File: config.mk
export PLATFORM = sky130hd
export DESIGN_NAME = msp_v1_request_deframer
export DESIGN_NICKNAME = d
export VERILOG_FILES = /design/src/mrd_pkg.sv /design/src/mrd_ram.sv /design/src/mrd_ctrl.sv /design/src/mrd_datapath.sv /design/src/msp_v1_request_deframer.sv
export SDC_FILE = /design/constraint.sdc
export NUM_CORES = 1
export LEC_CHECK = 0
export BUFFER_PORTS_ARGS = -buffer_cell sky130_fd_sc_hd__buf_2
export CORE_MARGIN = 1.5
export CORE_UTILIZATION = 62
export CTS_BUF_LIST = sky130_fd_sc_hd__clkbuf_8 sky130_fd_sc_hd__clkbuf_16
export DETAILED_ROUTE_END_ITERATION = 10
export PLACE_DENSITY = 0.91
export SYNTH_ARGS = -nofsm -noshare
export SYNTH_HDL_FRONTEND = slang
export SYNTH_HIERARCHICAL = 1
export SYNTH_SLANG_ARGS = --single-unit
File: constraint.sdc
create_clock -name clk_i -period 3.52 [get_ports clk_i]
set_input_delay 0.528 -clock clk_i [delete_from_list [all_inputs] [get_ports clk_i]]
set_output_delay 0.528 -clock clk_i [all_outputs]
set_load 0.02 [all_outputs]
File: src/mrd_pkg.sv
package mrd_pkg;

  // Frame delimiters and direction marks
  localparam logic [7:0] CH_DOLLAR = 8'h24;  // '$'
  localparam logic [7:0] CH_M      = 8'h4D;  // 'M'
  localparam logic [7:0] CH_REQ    = 8'h3C;  // '<'
  localparam logic [7:0] CH_RSP    = 8'h3E;  // '>'

  localparam int unsigned MAX_PAYLOAD = 64;
  localparam int unsigned STORE_DEPTH = 64;
  localparam int unsigned IDX_W       = $clog2(STORE_DEPTH);
  localparam int unsigned LEN_W       = 7;
  localparam int unsigned CNT_W       = 16;
  localparam int unsigned OUT_TDATA_W = 64;

  localparam logic [7:0] MAX_PAYLOAD_B = 8'(MAX_PAYLOAD);

  localparam logic STATUS_GOOD = 1'b0;
  localparam logic STATUS_BAD  = 1'b1;

  typedef enum logic [3:0] {
    ST_START,
    ST_M,
    ST_DIR,
    ST_LEN,
    ST_CMD,
    ST_DATA,
    ST_SUM,
    ST_RD,
    ST_LD
  } mrd_state_e;

  // Controller to datapath
  typedef struct packed {
    logic ld_dir;
    logic ld_len;
    logic ld_cmd;
    logic wr_data;
    logic cnt_good;
    logic cnt_bad;
    logic rd_start;
    logic rd_issue;
    logic out_single;
    logic out_read;
  } mrd_cmd_t;

  // Datapath to controller
  typedef struct packed {
    logic is_dollar;
    logic is_m;
    logic is_dir;
    logic len_ok;
    logic len_zero;
    logic fill_done;
    logic sum_ok;
    logic is_req;
    logic rd_last;
    logic out_free;
  } mrd_sts_t;

endpackage

File: src/mrd_ram.sv
module mrd_ram #(
  parameter int unsigned WIDTH = 8,
  parameter int unsigned DEPTH = 64
) (
  input  logic                     clk_i,
  input  logic                     we_i,
  input  logic [$clog2(DEPTH)-1:0] waddr_i,
  input  logic [WIDTH-1:0]         wdata_i,
  input  logic                     re_i,
  input  logic [$clog2(DEPTH)-1:0] raddr_i,
  output logic [WIDTH-1:0]         rdata_o
);

  logic [WIDTH-1:0] mem_q [DEPTH];
  logic [WIDTH-1:0] rdata_q;

  always_ff @(posedge clk_i) begin
    if (we_i) begin
      mem_q[waddr_i] <= wdata_i;
    end
    if (re_i) begin
      rdata_q <= mem_q[raddr_i];
    end
  end

  assign rdata_o = rdata_q;

endmodule

File: src/mrd_ctrl.sv
module mrd_ctrl import mrd_pkg::*; (
  input  logic       clk_i,
  input  logic       rst_ni,
  input  logic       in_valid_i,
  output logic       in_ready_o,
  input  mrd_sts_t   sts_i,
  output mrd_cmd_t   cmd_o,
  output mrd_state_e state_o
);

  mrd_state_e state_q, state_d;
  logic       acc;

  always_ff @(posedge clk_i or negedge rst_ni) begin
    if (!rst_ni) begin
      state_q <= ST_START;
    end else begin
      state_q <= state_d;
    end
  end

  always_comb begin
    state_d    = state_q;
    cmd_o      = '0;
    in_ready_o = 1'b0;
    acc        = 1'b0;
    case (state_q)
      ST_START, ST_M, ST_DIR, ST_LEN, ST_CMD, ST_DATA: in_ready_o = 1'b1;
      // the checksum byte may produce a result at once, so hold it until the slot is free
      ST_SUM:  in_ready_o = sts_i.out_free;
      default: in_ready_o = 1'b0;
    endcase
    acc = in_valid_i && in_ready_o;

    case (state_q)
      ST_START: begin
        if (acc && sts_i.is_dollar) state_d = ST_M;
      end
      ST_M: begin
        if (acc) state_d = sts_i.is_m ? ST_DIR : ST_START;
      end
      ST_DIR: begin
        if (acc) begin
          if (sts_i.is_dir) begin
            cmd_o.ld_dir = 1'b1;
            state_d      = ST_LEN;
          end else begin
            state_d = ST_START;
          end
        end
      end
      ST_LEN: begin
        if (acc) begin
          if (sts_i.len_ok) begin
            cmd_o.ld_len = 1'b1;
            state_d      = ST_CMD;
          end else begin
            state_d = ST_START;
          end
        end
      end
      ST_CMD: begin
        if (acc) begin
          cmd_o.ld_cmd = 1'b1;
          state_d      = sts_i.len_zero ? ST_SUM : ST_DATA;
        end
      end
      ST_DATA: begin
        if (acc) begin
          cmd_o.wr_data = 1'b1;
          if (sts_i.fill_done) state_d = ST_SUM;
        end
      end
      ST_SUM: begin
        if (acc) begin
          state_d = ST_START;
          if (sts_i.is_req) begin
            if (sts_i.sum_ok) begin
              cmd_o.cnt_good = 1'b1;
              if (sts_i.len_zero) begin
                cmd_o.out_single = 1'b1;
              end else begin
                cmd_o.rd_start = 1'b1;
                state_d        = ST_RD;
              end
            end else begin
              cmd_o.cnt_bad    = 1'b1;
              cmd_o.out_single = 1'b1;
            end
          end
        end
      end
      ST_RD: begin
        cmd_o.rd_issue = 1'b1;
        state_d        = ST_LD;
      end
      ST_LD: begin
        if (sts_i.out_free) begin
          cmd_o.out_read = 1'b1;
          state_d        = sts_i.rd_last ? ST_START : ST_RD;
        end
      end
      default: state_d = ST_START;
    endcase
  end

  assign state_o = state_q;

endmodule

File: src/mrd_datapath.sv
module mrd_datapath import mrd_pkg::*; (
  input  logic                   clk_i,
  input  logic                   rst_ni,
  input  logic [7:0]             rx_byte_i,
  input  mrd_cmd_t               cmd_i,
  output mrd_sts_t               sts_o,
  input  logic                   out_ready_i,
  output logic                   out_valid_o,
  output logic [OUT_TDATA_W-1:0] out_data_o,
  output logic                   out_status_o,
  output logic                   out_last_o
);

  logic             is_req_q, is_req_d;
  logic [LEN_W-1:0] len_q, len_d;
  logic [7:0]       cmd_q, cmd_d;
  logic [7:0]       xor_q, xor_d;
  logic [LEN_W-1:0] fill_q, fill_d;
  logic [IDX_W-1:0] rd_idx_q, rd_idx_d;
  logic [CNT_W-1:0] good_q, good_d;
  logic [CNT_W-1:0] bad_q, bad_d;
  logic [LEN_W-1:0] fill_inc;
  logic [LEN_W-1:0] rd_next;
  logic [7:0]       ram_rdata;
  logic             out_ld;

  // result register
  logic             ov_q, ov_d;
  logic             os_q, os_d;
  logic             ol_q, ol_d;
  logic [IDX_W-1:0] oi_q, oi_d;
  logic [7:0]       ob_q, ob_d;
  logic [7:0]       oc_q, oc_d;
  logic [LEN_W-1:0] on_q, on_d;
  logic [CNT_W-1:0] og_q, og_d;
  logic [CNT_W-1:0] oe_q, oe_d;

  mrd_ram #(
    .WIDTH(8),
    .DEPTH(STORE_DEPTH)
  ) u_store (
    .clk_i  (clk_i),
    .we_i   (cmd_i.wr_data),
    .waddr_i(fill_q[IDX_W-1:0]),
    .wdata_i(rx_byte_i),
    .re_i   (cmd_i.rd_issue),
    .raddr_i(rd_idx_q),
    .rdata_o(ram_rdata)
  );

  assign fill_inc = fill_q + LEN_W'(1);
  assign rd_next  = LEN_W'(rd_idx_q) + LEN_W'(1);
  assign out_ld   = cmd_i.out_single || cmd_i.out_read;

  always_comb begin
    sts_o.is_dollar = (rx_byte_i == CH_DOLLAR);
    sts_o.is_m      = (rx_byte_i == CH_M);
    sts_o.is_dir    = rx_byte_i inside {CH_REQ, CH_RSP};
    sts_o.len_ok    = (rx_byte_i <= MAX_PAYLOAD_B);
    sts_o.len_zero  = (len_q == '0);
    sts_o.fill_done = (fill_inc >= len_q);
    sts_o.sum_ok    = (rx_byte_i == xor_q);
    sts_o.is_req    = is_req_q;
    sts_o.rd_last   = (rd_next == len_q);
    sts_o.out_free  = !ov_q || out_ready_i;
  end

  always_comb begin
    is_req_d = is_req_q;
    len_d    = len_q;
    cmd_d    = cmd_q;
    xor_d    = xor_q;
    fill_d   = fill_q;
    rd_idx_d = rd_idx_q;
    good_d   = good_q;
    bad_d    = bad_q;
    if (cmd_i.ld_dir) is_req_d = (rx_byte_i == CH_REQ);
    if (cmd_i.ld_len) begin
      len_d  = rx_byte_i[LEN_W-1:0];
      xor_d  = rx_byte_i;
      fill_d = '0;
    end
    if (cmd_i.ld_cmd) begin
      cmd_d = rx_byte_i;
      xor_d = xor_q ^ rx_byte_i;
    end
    if (cmd_i.wr_data) begin
      xor_d  = xor_q ^ rx_byte_i;
      fill_d = fill_inc;
    end
    if (cmd_i.cnt_good) good_d = good_q + CNT_W'(1);
    if (cmd_i.cnt_bad)  bad_d  = bad_q + CNT_W'(1);
    if (cmd_i.rd_start) rd_idx_d = '0;
    if (cmd_i.out_read) rd_idx_d = rd_idx_q + IDX_W'(1);
  end

  always_comb begin
    ov_d = ov_q && !out_ready_i;
    os_d = os_q;
    ol_d = ol_q;
    oi_d = oi_q;
    ob_d = ob_q;
    oc_d = oc_q;
    on_d = on_q;
    og_d = og_q;
    oe_d = oe_q;
    if (out_ld) begin
      ov_d = 1'b1;
      oc_d = cmd_q;
      on_d = len_q;
      og_d = good_d;
      oe_d = bad_d;
    end
    if (cmd_i.out_single) begin
      os_d = cmd_i.cnt_bad ? STATUS_BAD : STATUS_GOOD;
      ol_d = 1'b1;
      oi_d = '0;
      ob_d = '0;
    end
    if (cmd_i.out_read) begin
      os_d = STATUS_GOOD;
      ol_d = sts_o.rd_last;
      oi_d = rd_idx_q;
      ob_d = ram_rdata;
    end
  end

  always_ff @(posedge clk_i or negedge rst_ni) begin
    if (!rst_ni) begin
      ov_q   <= 1'b0;
      good_q <= '0;
      bad_q  <= '0;
    end else begin
      ov_q   <= ov_d;
      good_q <= good_d;
      bad_q  <= bad_d;
    end
  end

  always_ff @(posedge clk_i) begin
    is_req_q <= is_req_d;
    len_q    <= len_d;
    cmd_q    <= cmd_d;
    xor_q    <= xor_d;
    fill_q   <= fill_d;
    rd_idx_q <= rd_idx_d;
    os_q     <= os_d;
    ol_q     <= ol_d;
    oi_q     <= oi_d;
    ob_q     <= ob_d;
    oc_q     <= oc_d;
    on_q     <= on_d;
    og_q     <= og_d;
    oe_q     <= oe_d;
  end

  assign out_valid_o  = ov_q;
  assign out_status_o = os_q;
  assign out_last_o   = ol_q;
  assign out_data_o   = {3'b000, oe_q, og_q, ob_q, oi_q, on_q, oc_q};

endmodule

File: src/msp_v1_request_deframer.sv
// Request deframer for MSP v1 serial frames. Feed received bytes one per request
// on the slave stream; the block tracks '$' 'M' direction length command payload
// checksum, XORing length, command and payload, and stores payload bytes in a
// 64-entry RAM. A wrong 'M', an unknown direction byte or a length above 64 drops
// the frame and the parser waits for '$' again. Response frames ('>') end
// without output. A good request frame ('<') gives one result per payload byte,
// or one result with data 0 for an empty payload; a checksum failure gives one
// error result (tuser high). tlast marks the final result of each frame. Each
// header and payload byte is taken whatever the master side does; the checksum
// byte is held until the result register is free. After a good request frame
// the input stalls while the store is read back, each result by a RAM read and
// then a result load. The good and bad frame counters wrap at 16 bits and are
// reported with every result.
module msp_v1_request_deframer import mrd_pkg::*; (
  input  logic                   clk_i,
  input  logic                   rst_ni,
  input  logic                   s_axis_tvalid_i,
  output logic                   s_axis_tready_o,
  input  logic [7:0]             s_axis_tdata_i,  // [7:0] rx_byte
  output logic                   m_axis_tvalid_o,
  input  logic                   m_axis_tready_i,
  // [7:0] command_code, [14:8] frame_length, [20:15] byte_index,
  // [28:21] data_byte, [44:29] good_frames, [60:45] bad_frames, [63:61] zero
  output logic [OUT_TDATA_W-1:0] m_axis_tdata_o,
  output logic                   m_axis_tuser_o,  // [0] status: 1 checksum error
  output logic                   m_axis_tlast_o
);

  mrd_cmd_t   cmd;
  mrd_sts_t   sts;
  mrd_state_e state;

  // Controller: frame phase and readout sequencing
  mrd_ctrl u_ctrl (
    .clk_i     (clk_i),
    .rst_ni    (rst_ni),
    .in_valid_i(s_axis_tvalid_i),
    .in_ready_o(s_axis_tready_o),
    .sts_i     (sts),
    .cmd_o     (cmd),
    .state_o   (state)
  );

  // Datapath: header latches, checksum, payload store, counters, result register
  mrd_datapath u_dp (
    .clk_i       (clk_i),
    .rst_ni      (rst_ni),
    .rx_byte_i   (s_axis_tdata_i),
    .cmd_i       (cmd),
    .sts_o       (sts),
    .out_ready_i (m_axis_tready_i),
    .out_valid_o (m_axis_tvalid_o),
    .out_data_o  (m_axis_tdata_o),
    .out_status_o(m_axis_tuser_o),
    .out_last_o  (m_axis_tlast_o)
  );

  // An error result is always the single, final result of its frame
  a_err_last: assert property (@(posedge clk_i) disable iff (!rst_ni)
    (m_axis_tvalid_o && m_axis_tuser_o) |-> (m_axis_tlast_o && m_axis_tdata_o[28:15] == '0))
    else $error("error result without tlast or with nonzero index/data");

  // Never load a result over one that is still waiting
  a_no_overwrite: assert property (@(posedge clk_i) disable iff (!rst_ni)
    (cmd.out_single || cmd.out_read) |-> (!m_axis_tvalid_o || m_axis_tready_i))
    else $error("result register overwritten");

  // Counters move only on an accepted checksum byte
  a_count_on_accept: assert property (@(posedge clk_i) disable iff (!rst_ni)
    (cmd.cnt_good || cmd.cnt_bad) |-> (s_axis_tvalid_i && s_axis_tready_o && state == ST_SUM))
    else $error("frame counter changed outside checksum byte");

  // No byte is taken as payload readout starts
  a_readout_stall: assert property (@(posedge clk_i) disable iff (!rst_ni)
    cmd.rd_start |=> (state == ST_RD && !s_axis_tready_o))
    else $error("readout did not start or input not stalled");

endmodule

# Word-level counts from Yosys, hierarchy flattened
# Memory sizes are Yosys's and may differ from the RTL's. A register that Yosys moved wholly into a read port is not among the register bits.
# Index checks and enable logic that the tools add are counted.
# word_totals
word_cells,128
register_bits,137
ramBits,512
n_memories,1
# mem_list
memory,depth,width,rd,rd_ports_with_merged_regs,write_ports,line,text
u_dp.u_store.mem_q,64,8,1,1,1,mrd_ram.sv:14,logic [WIDTH-1:0] mem_q [DEPTH];
# op_classes
reduce_logical,16
eq_ne,23
n_mux,62
n_lt_le_gt_ge,2
addsub,5
n_bitwise,1
# op_table
operator,count
$mux W4,11
$mux W8,5
$pmux W4 S9,1
$add A16 B1 Y16 const B,2
$mux W16,2
$mux W1,27
$eq A8 B6 Y1 const B,3
$mux W6,4
$mux W3,6
$eq A4 B3 Y1 const B,4
$ne A2 B1 Y1 const B,8
$mux W7,2
$reduce_and A9 Y1,1
$eq A4 B2 Y1 const B,2
$eq A8 B7 Y1 const B,1
$eq A8 B8 Y1,1
$le A8 B7 Y1 const B,1
$reduce_bool A2 Y1,4
$xor A8 B8 Y8,1
$add A6 B1 Y7 const B,1
$add A7 B1 Y7 const B,1
$eq A7 B7 Y1,1
$ge A7 B7 Y1,1
$logic_not A7 Y1,1
other kinds (12),18

# Logic depth before layout (Yosys ltp)
# Gate-level depths: netlist of the first run.
# depth
word_depth,9
depth_mapped,11

# Modules after synthesis
# Netlist of the first run, hierarchy kept.
# modules_own_cells
module,area_each_um2,cells_per_inst,seq_area_each_um2,instances
mrd_ram,20246.9,940,15615.0,1
mrd_datapath,5393.9,360,3818.7,1
mrd_ctrl,479.2,62,100.1,1

# Least setup slack after synthesis of the first run
# OpenSTA, ideal clock, no wires.
# synth_path
path_kind,reg2reg
startpoint,register u_dp.len_q[5]
endpoint,"register u_dp.ob_q[0], enable pin"
path_stages_with_launch,6
arrival_time_ns,2.438
path_slack_ns,0.689
t_required_ns,3.127
path_buffers,0
cell_sequence,edfxtp_1 > or4_1 > nor4_1 > nand2b_1 > nor2b_1 > or2_2
# synth_lines
element,line,text
"start, declared",mrd_datapath.sv:15,"logic [LEN_W-1:0] len_q, len_d;"
"start signal, assigned",mrd_datapath.sv:142,len_q <= len_d;
"end signal, assigned",mrd_datapath.sv:150,ob_q <= ob_d;
"end, declared",mrd_datapath.sv:32,"logic [7:0] ob_q, ob_d;"

==> impl_metrics.csv, run 1 <==
group,metric,value,unit
pwr,power.density,526.6,mW/mm^2
layout,nets,1528,
critical_path,worst_path_max_delay_cell,"a2111oi_0",
timing,finalCritPeriodShare,94.91,%
pwr,peakVddDrop,0.0003788,V
timing,relSlewSlack,26.54,%
cts,cts_tree,"yes",
die,die_y,208.3,um
critical_path,critPathRequiredTime,3850,ps
critical_path,reg2reg_depth,6,
layout,post-route-util,69.95,%
synthesis,synth_cell_types,76,
global_routing,grt_max_degree,100,
synthesis,yosysTopAreaCell,"edfxtp_1",
critical_path,crit_path_cell_trace,"buf_4 -> buf_12 -> mux4_2 -> nor2b_1 -> a2111oi_0 -> o41ai_1",
cts,cts_hold_buf,0,
global_routing,grt_use_total,29.77,%
layout,final_area,0.02921,sq mm
critical_path,worstPathMaxFanout,47,
cts,cts_sinks,657,
outcome,status,"finished clean",
timing,rsz0062_at_grt,"no",
place,place.gp.congestion,0.8907,
cts,cts_buffers,59,
min_path,hold_class,"primary input to async pin",
critical_path,critPathTopFamily,"compound AO/OA/AOI/OAI gates",
place,dp_hpwl,36.89,mm
synthesis,syn_area,0.02612,sq mm
drt,wl_per_cell,30.50,um
critical_path,criticalPathCategory,"flop to flop",
synthesis,ys_top_cells_by_count,"619 x edfxtp_1, 126 x mux4_2, 97 x nor2_1",
critical_path,critPathMaxStageDelay,950,ps
synthesis,synth_edf_count,619,
layout,finalNonFillerCells,2090,
global_routing,grt_pass1_wl,93.72,mm
synthesis,ys_ff_latch,657,
place,dp_cells,1983,
critical_path,crit_path_end,"u_dp/u_store/rdata_o[5]$_DFFE_PP_",
layout,n_antenna_cell,0,
synthesis,synth_seq_area_share,74.78,%
critical_path,r2r_slack,180,ps
layout,fillers,2246,
synthesis,dominantRegCellSynth,"edfxtp_1",
timing,period_minus_slack,3341,ps
die,dieArea,0.04337,sq mm
timing,setup_viol,0,
synthesis,yosys-top-cells-area,"edfxtp_1 71%, mux4_2 11%, dfrtp_1 3.5%, xnor2_1 1.6%, nor2_1 1.4%",
timing,max_clock_freq,299.3,MHz
cts,clock_latency,630,ps
global_routing,grt_overflow,0,
critical_path,end_kind,"flop",
critical_path,path_buf_inv,2,
place,dpl_cell_area,0.02736,sq mm
die,start_util,62.55,%
timing,worst_clock_skew,27.62,ps
critical_path,cp.depth,6,
die,design.core.area,0.04176,sq mm
drt,ant_nets,0,
drt,drcViolationCount,0,
drt,drt_iter0_drc,2378,
die,pin_count,80,
pwr,leakage,0.009557,uW
drt,firstDrtPassIters,7,
timing,worst_pin_slew,1074,ps
timing,hold_violations,0,
critical_path,rr_startpoint,"u_dp/rd_idx_q[0]$_SDFFCE_PN0P_",
synthesis,synth_top_area_share,71.16,%
drt,vias_per_cell,6.943,
global_routing,antenna_found_initial,3,
critical_path,reg2reg_to,"u_dp/u_store/rdata_o[5]$_DFFE_PP_",
timing,slew_viol_final,0,
cts,clk_pin_slew,60,ps
timing,hold_ws,38.83,ps
synthesis,yosys_warnings,6,
timing,tns,0,ps
critical_path,cp_data_arrival_time,3680,ps
layout,drive_gt1_share,25.47,%
critical_path,worst_setup_path_start_kind,"flop",
synthesis,synth.most_common_cell,"edfxtp_1",
critical_path,startpoint,"u_dp/rd_idx_q[0]$_SDFFCE_PN0P_",
synthesis,synth_cells,1362,
layout,area_growth,11.83,%
cts,htree_num_levels,2,
drt,dr_total_vias,14510,
cts,cts_max_path_buffers,3,
global_routing,grt_pass1_vias,14558,
drt,wl,63.74,mm
flow_run,drv_cap,0,
die,core.rowCount,75,
die,dieWidth,208.3,um
cts,cts-root-buf,"clkbuf_16",
place,numPortBuffers,76,
synthesis,async_reset_ff_share,5.632,%
synthesis,avgSynthCellArea,19.18,sq um
[worst register-to-register path: cells and delay by family (launching register included)]
family                 cells  cell delay (ps)
AO/OA/AOI/OAI              2             1140
buffers and inverters      2              770
multiplexers               1              580
flip-flops                 1              410
AND/OR/NAND/NOR            1              170
[registers in the layout, indices dropped and copies added (netlist names), 6 cells and up]
name / count
u_dp/bad_q: 16
u_dp/cmd_q: 8
u_dp/fill_q: 7
u_dp/good_q: 16
u_dp/len_q: 7
u_dp/ob_q: 8
u_dp/oc_q: 8
u_dp/oe_q: 16
u_dp/og_q: 16
u_dp/oi_q: 6
u_dp/on_q: 7
u_dp/rd_idx_q: 6
u_dp/u_store/mem_q: 512
u_dp/u_store/rdata_o: 8
u_dp/xor_q: 8
[through the flow]
stage                     setup WS (ps)  total power (uW)
after global routing              130.0             15730
final                             179.2             15380
after CTS                         188.8             15420
after detailed placement          145.7              9342
after global placement            300.2              9294
after floorplan                   688.7              9110
[power by group]
group	total, uW	leakage, uW	switching [uW]	internal [uW]
sequential	8710	0.00616	98.7	8610
clock	6180	0.000962	2760	3420
combinational	498	0.00243	348	150
[layout make-up]
type | count | area [sq um] | area share [%]
flip-flops and latches | 657 | 19530 | 66.87
clock buffers | 63 | 1531 | 5.243
clock inverters | 44 | 320.3 | 1.097
multi-input cells | 634 | 6147 | 21.04
inverters | 8 | 30.03 | 0.1028
repair buffers | 145 | 973.4 | 3.332
well taps | 539 | 674.4 | 2.309
[worst min-delay path by stage]
stage,slack (ps),endpoint,cells past startpoint,from
after floorplan,230,u_ctrl/state_o[0]$_DFFE_PN0P_,0,rst_ni
after global placement,400,u_dp/oc_q[2]$_DFFE_PP_,0,u_dp/cmd_q[2]$_DFFE_PP_
after detailed placement,410,u_dp/oc_q[1]$_DFFE_PP_,0,u_dp/cmd_q[1]$_DFFE_PP_
after CTS,40,u_dp/bad_q[13]$_DFF_PN0_,1,rst_ni
after global routing,100,u_dp/bad_q[13]$_DFF_PN0_,1,rst_ni
final,40,u_dp/bad_q[13]$_DFF_PN0_,1,rst_ni
[kinds of logic (layout without fill, tap and decap cells)]
group                    after synthesis  after routing  synth area share [%]
flip-flops                           657            657                 74.78
AND/OR/NAND/NOR                      310            310                 5.964
multiplexers                         167            167                 12.53
AO/OA/AOI/OAI                         83             83                 2.453
buffers and inverters                 73            260                 1.720
XOR/XNOR                              60             60                 2.012
adder cells (fa/ha/maj)               11             11                0.5269
other                                  1              3               0.01436
[timing repair]
action / 4_1_cts / 5_1_grt
gates resized for setup: 0 / 1
setup buffers: 0 / 0
hold endpoints to repair: 0 / 0
setup endpoints to repair: 0 / 1
[routing by layer]
| metal | up-vias | global-route usage [%] | wire length [um] |
|---|---|---|---|
| li1 | 5725 | - | - |
| met1 | 7282 | 38.58 | 21720 |
| met2 | 1253 | 48.48 | 30990 |
| met3 | 244 | 6.913 | 7733 |
| met4 | 6 | 13.87 | 3255 |
| met5 | - | 0 | 41 |
[cell usage in the layout (no fill, tap or decap), types with 4 or more instances in the layout]
cell type  count
and3_1        11
clkbuf_8       4
nand3b_1       7
inv_1         16
mux2_2        15
ha_1          11
and2_1        22
nor3_1        13
o221ai_1       8
clkinv_1       9
edfxtp_1     619
dfrtp_1       37
a21oi_1        8
o22ai_1        9
or2_2          4
nand2b_1      13
nand4_1       13
o21ai_0        5
buf_12         6
nand2_1       55
mux2i_1       25
buf_2         76
a221oi_1       6
xnor2_1       48
buf_4         63
nor4_1         5
nor2_1        96
clkbuf_16     59
nor2b_1       21
clkinv_2      20
xor2_1        12
a211oi_1       6
bufinv_16      4
mux4_2       126
nand3_1       28
(Power assumes the default switching activity.)
==> run 2: changes to the inputs <==
==> constraint.sdc (replaced) <==
create_clock -name clk_i -period 3.52 [get_ports clk_i]
set_input_delay 0.352 -clock clk_i [delete_from_list [all_inputs] [get_ports clk_i]]
set_output_delay 0.352 -clock clk_i [all_outputs]
set_load 0.02 [all_outputs]
==> run 2 against run 1 <==
Flip-flop and latch count is the same. Power increased by 1.5%. Clock skew is 3.8 ps lower. Via count is 0.95% higher. Sequential share of layout area fell by 0.26 points. Clock power increased by 3.7%. Count of clock-buffer cells in the layout grew 4. Global-route usage grew 0.47 points. Wire length increased by 0.98%. Non-clock buffer count rose by 7. Cell count increased by 0.38%. Largest power group unchanged. Highest routed layer unchanged.
==> impl_metrics.csv, run 2 (synthesis results as in run 1) <==
group,metric,value,unit
global_routing,grt_pass1_wl,95.68,mm
pwr,leakage,0.009607,uW
drt,ant_nets,0,
cts,cts-root-buf,"clkbuf_16",
min_path,min_path_cells,2,
drt,drt_iter0_drc,2600,
layout,n_antenna_cell,0,
place,dp_hpwl,36.33,mm
layout,largest_reg_flops,512,
place,place.gp.congestion,0.8826,
min_path,hold_start,"s_axis_tdata_i[2]",
layout,final_common_cell,"edfxtp_1",
critical_path,cp.depth,10,
critical_path,critPathTopFamily,"simple AND/OR/NAND/NOR gates",
timing,relSlewSlack,25.49,%
die,pin_count,80,
cts,cts_sinks,657,
critical_path,reg2reg_depth,10,
critical_path,critPathMaxStageDelay,480,ps
critical_path,r2r_slack,240,ps
layout,nets,1535,
timing,setup_viol,0,
min_path,hold_class,"primary input to flop",
die,die_y,208.3,um
timing,hold_violations,0,
cts,cts_max_path_buffers,3,
timing,finalCritPeriodShare,93.28,%
global_routing,grt_max_degree,99,
outcome,status,"finished clean",
pwr,peakVddDrop,0.0004153,V
die,design.core.area,0.04176,sq mm
layout,drive_gt1_share,25.34,%
layout,final_area,0.02932,sq mm
drt,vias_per_cell,6.982,
cts,clk_pin_slew,70,ps
drt,wl_per_cell,30.68,um
die,start_util,62.55,%
place,numPortBuffers,76,
cts,cts_tree,"yes",
critical_path,reg2reg_to,"u_dp/og_q[13]$_DFFE_PP_",
critical_path,worstPathMaxFanout,5,
global_routing,grt_use_total,30.24,%
critical_path,cp_data_arrival_time,3650,ps
place,dpl_cell_area,0.02739,sq mm
critical_path,rr_startpoint,"u_dp/xor_q[2]$_DFFE_PP_",
cts,htree_num_levels,2,
critical_path,cp_common_cell,"nor2_1",
layout,final_cell_mix,"619 x edfxtp_1, 126 x mux4_2, 97 x nor2_1",
layout,fillers,2217,
global_routing,grt_overflow,0,
timing,rsz0062_at_grt,"no",
critical_path,crit_path_cell_trace,"xnor2_1 -> nand4_1 -> nor2_1 -> inv_1 -> nor2_1 -> and3_1 -> nand4_1 -> nor2_1 -> nand3_1 -> xnor2_1",
timing,tns,0,ps
critical_path,worst_setup_path_start_kind,"flop",
layout,regMostFlops,"u_dp/u_store/mem_q",
timing,max_clock_freq,304.6,MHz
layout,area_growth,12.27,%
layout,post-route-util,70.22,%
critical_path,criticalPathCategory,"flop to flop",
die,dieArea,0.04337,sq mm
cts,clock_latency,650,ps
die,dieWidth,208.3,um
drt,dr_total_vias,14648,
critical_path,critPathRequiredTime,3890,ps
critical_path,path_buf_inv,1,
cts,cts_buffers,59,
timing,worst_clock_skew,23.84,ps
min_path,min_to,"u_dp/cmd_q[2]$_DFFE_PP_",
timing,period_minus_slack,3283,ps
critical_path,worst_path_max_delay_cell,"nor2_1",
global_routing,grt_pass1_vias,14644,
drt,wl,64.36,mm
timing,worst_pin_slew,1114,ps
drt,firstDrtPassIters,6,
pwr,power.density,532.3,mW/mm^2
critical_path,end_kind,"flop",
timing,slew_viol_final,0,
drt,drcViolationCount,0,
global_routing,antenna_found_initial,2,
die,core.rowCount,75,
flow_run,drv_cap,0,
==> run 2: power by group <==
group	internal, uW	switching, uW	total (uW)
combinational	155	352	507
clock	3540	2870	6410
sequential	8610	84.2	8690
==> run 2: per-layer routing <==
layer | routed length [um] | global-route usage [%]
met1 | 21590 | 39.26
met4 | 3768 | 15.55
met3 | 8068 | 7.260
met2 | 30920 | 48.33
met5 | 23 | 0
==> run 2: worst max path at each step <==
stage                                            start                            end
after detailed placement             s_axis_tdata_i[1]        u_dp/og_q[13]$_DFFE_PP_
after floorplan                u_dp/len_q[5]$_DFFE_PP_     u_dp/ob_q[0]$_SDFFCE_PN0P_
after global placement               s_axis_tdata_i[1]        u_dp/og_q[13]$_DFFE_PP_
after global routing      u_dp/fill_q[0]$_SDFFCE_PN0P_  u_ctrl/state_o[0]$_DFFE_PN0P_
final                          u_dp/xor_q[2]$_DFFE_PP_        u_dp/og_q[13]$_DFFE_PP_
after CTS                      u_dp/xor_q[2]$_DFFE_PP_        u_dp/og_q[13]$_DFFE_PP_
==> run 2: timing repair <==
item	4_1_cts	5_1_grt
endpoints found under the hold margin	37	0
setup buffers	0	0
endpoints found under the setup margin	0	0
hold buffers	1	0
gates resized for setup	0	0
==> run 2: worst reg2reg max path: cells and delay by family, from the launching register on <==
family        cells  cell delay [ps]
simple gates      7             2020
buf+inv           1               90
flops             1              430
xor+xnor          2              470
==> run 2: final cells by class <==
class | instances | area (sq um) | area share, %
sequential | 657 | 19530 | 66.61
multi-input combinational | 634 | 6145 | 20.95
clock buffer | 67 | 1598 | 5.449
timing repair buffer | 152 | 1016 | 3.465
tap | 539 | 674.4 | 2.300
clock inverter | 41 | 327.8 | 1.118
inverter | 8 | 30.03 | 0.1024
==> run 2: per-stage QoR <==
stage          total power, uW  instances  setup WS (ps)  hold WS (ps)
6_report                 15610       2098          236.6         158.5
4_1_cts                  15630       2098          311.5         133.1
5_1_grt                  15970       2098          168.8         134.2
3_5_place_dp              9331       1989          472.2         408.1
3_3_place_gp              9290       1989          499.8         403.0
2_1_floorplan             9110       1364          688.7         56.41
==> run 3: changes to the inputs <==
CORE_UTILIZATION = 60   (was 62)
PLACE_DENSITY = 0.89   (was 0.91)
==> run 3 against run 2 <==
Wire length down 2.3%. Cell count rose by 3.1%. Highest routed layer unchanged. Critical path type unchanged. Hold slack improved by 95 ps. Count of clock-buffer cells in the layout did not move.
==> impl_metrics.csv, run 3 (synthesis results as in run 1) <==
group,metric,value,unit
place,dp_hpwl,36.65,mm
outcome,status,"finished clean",
timing,tns,0,ps
layout,area_growth,13.05,%
pwr,power.density,532.0,mW/mm^2
critical_path,cp_data_arrival_time,3700,ps
drt,wl,62.91,mm
pwr,peakVddDrop,0.0003555,V
cts,ctsResizeCount,0,
die,start_util,60.77,%
drt,ant_nets,0,
die,dieWidth,211.6,um
critical_path,end_kind,"flop",
timing,max_clock_freq,296.8,MHz
layout,final_cell_mix,"619 x edfxtp_1, 126 x mux4_2, 97 x nor2_1",
drt,vias_per_cell,6.750,
cts,clock_latency,600,ps
critical_path,critPathRequiredTime,3850,ps
global_routing,grt_util_met1,36.79,%
die,pin_count,80,
global_routing,use_met2,45.43,%
place,dp_cells,2047,
drt,wl_per_cell,29.07,um
timing,finalCritPeriodShare,95.71,%
layout,regMostFlops,"u_dp/u_store/mem_q",
cts,clk_pin_slew,60,ps
global_routing,grt_use_total,28.73,%
drt,firstDrtPassIters,6,
cts,cts_sinks,657,
drt,dr_total_vias,14606,
layout,fillers,2429,
timing,worst_pin_slew,996.0,ps
layout,drive_gt1_share,26.09,%
global_routing,antenna_found_initial,2,
layout,nets,1554,
timing,slew_viol_final,0,
pwr,leakage,0.009723,uW
critical_path,worst_setup_path_start_kind,"flop",
timing,hold_violations,0,
min_path,hold_class,"primary input to flop",
timing,rsz0062_at_grt,"no",
cts,cts_tree,"yes",
layout,largest_reg_flops,512,
flow_run,drv_cap,0,
global_routing,grt_overflow,0,
global_routing,grt-busiest-layer,"met2",
layout,n_antenna_cell,0,
die,die_y,211.6,um
cts,cts-root-buf,"clkbuf_16",
die,dieArea,0.04479,sq mm
timing,setup_viol,0,
die,design.core.area,0.04298,sq mm
place,numPortBuffers,76,
layout,finalNonFillerCells,2164,
timing,relSlewSlack,33.09,%
global_routing,grt_pass1_vias,14828,
cts,cts_buffers,66,
cts,cts_max_path_buffers,3,
place,place.gp.congestion,0.8909,
timing,period_minus_slack,3369,ps
global_routing,grt_use_met3,7.521,%
global_routing,grt_max_degree,72,
drt,drt_iter0_drc,2431,
drt,drcViolationCount,0,
critical_path,worstPathMaxFanout,5,
critical_path,criticalPathCategory,"flop to flop",
layout,final_common_cell,"edfxtp_1",
cts,htree_num_levels,3,
die,core.rowCount,76,
global_routing,grt_pass1_wl,92.61,mm
layout,seqCellArea,0.01953,sq mm
timing,worst_clock_skew,32.81,ps
layout,multi_input_area,0.006145,sq mm
[run 3: cell count changes in the layout (fill, tap and decap cells not counted), moves of 3 or more]
| cell | previous run | this run |
|---|---|---|
| inv_6 | 1 | 4 |
| clkinv_2 | 8 | 13 |
| buf_4 | 70 | 82 |
| clkbuf_16 | 60 | 67 |
| clkbuf_8 | 7 | 0 |
[run 3: final timing paths]
| kind | from | endpoint | slack [ps] | cells past startpoint |
|---|---|---|---|---|
| worst min register to register | u_dp/cmd_q[0]$_DFFE_PP_ | u_dp/oc_q[0]$_DFFE_PP_ | 420 | 0 |
| worst min-delay path | s_axis_tdata_i[6] | u_dp/u_store/mem_q[46][6]$_DFFE_PP_ | 250 | 2 |
| worst max register to register | u_dp/xor_q[1]$_DFFE_PP_ | u_dp/og_q[13]$_DFFE_PP_ | 150 | 10 |
| min in group asynchronous | rst_ni | u_dp/good_q[8]$_DFF_PN0_ | 430 | 2 |
| max in group asynchronous | rst_ni | u_dp/bad_q[13]$_DFF_PN0_ | 2540 | 2 |
| worst max-delay path | u_dp/xor_q[1]$_DFFE_PP_ | u_dp/og_q[13]$_DFFE_PP_ | 150 | 10 |
[run 3: layout make-up]
class                   instances  share of cell area, %
flip-flops and latches        657                  66.15
repair buffers                164                  3.746
inverters                       8                 0.1017
clock buffers                  67                  5.678
well taps                     585                  2.479
clock inverters                49                  1.038
multi-input cells             634                  20.81
[run 3: stage by stage]
step                      hold WS [ps]  total power (uW)  setup WS (ps)  utilization, %  instance area, sq um
after global routing             275.5             16080          131.2           68.70                 29530
after detailed placement         411.6              9330          312.7           64.07                 27540
after floorplan                  56.41              9110          688.7               -                 26130
after global placement           407.5              9286          377.2           64.07                 27540
after CTS                        237.2             15760          232.0           68.70                 29530
final                            253.2             15710          151.0           68.70                 29530
[run 3: per-layer routing]
metal	part of all wire, %	vias up
met3	12	283
met1	34	7252
met5	0.049	-
met2	48	1288
met4	5.6	4
li1	-	5779
[run 3: power breakdown]
group          switching (uW)  internal, uW  leakage [uW]
logic                     359           152       0.00253
registers                87.8          8610       0.00616
clock network            2880          3620       0.00103
[run 3: critical path: stages (launching register included)]
cell      delay [ps]
edfxtp_1         440
xnor2_1          280
nand4_1          200
nor2_1           600
inv_1            110
nor2_1           410
and3_1           280
nand4_1          170
nor2_1           280
nand3_1          150
xnor2_1          160
[run 3: repair_timing]
action | 4_1_cts | 5_1_grt
buffers inserted | 0 | 0
hold buffers | 1 | 0
endpoints found under the setup margin | 0 | 0
hold endpoints to repair | 37 | 0
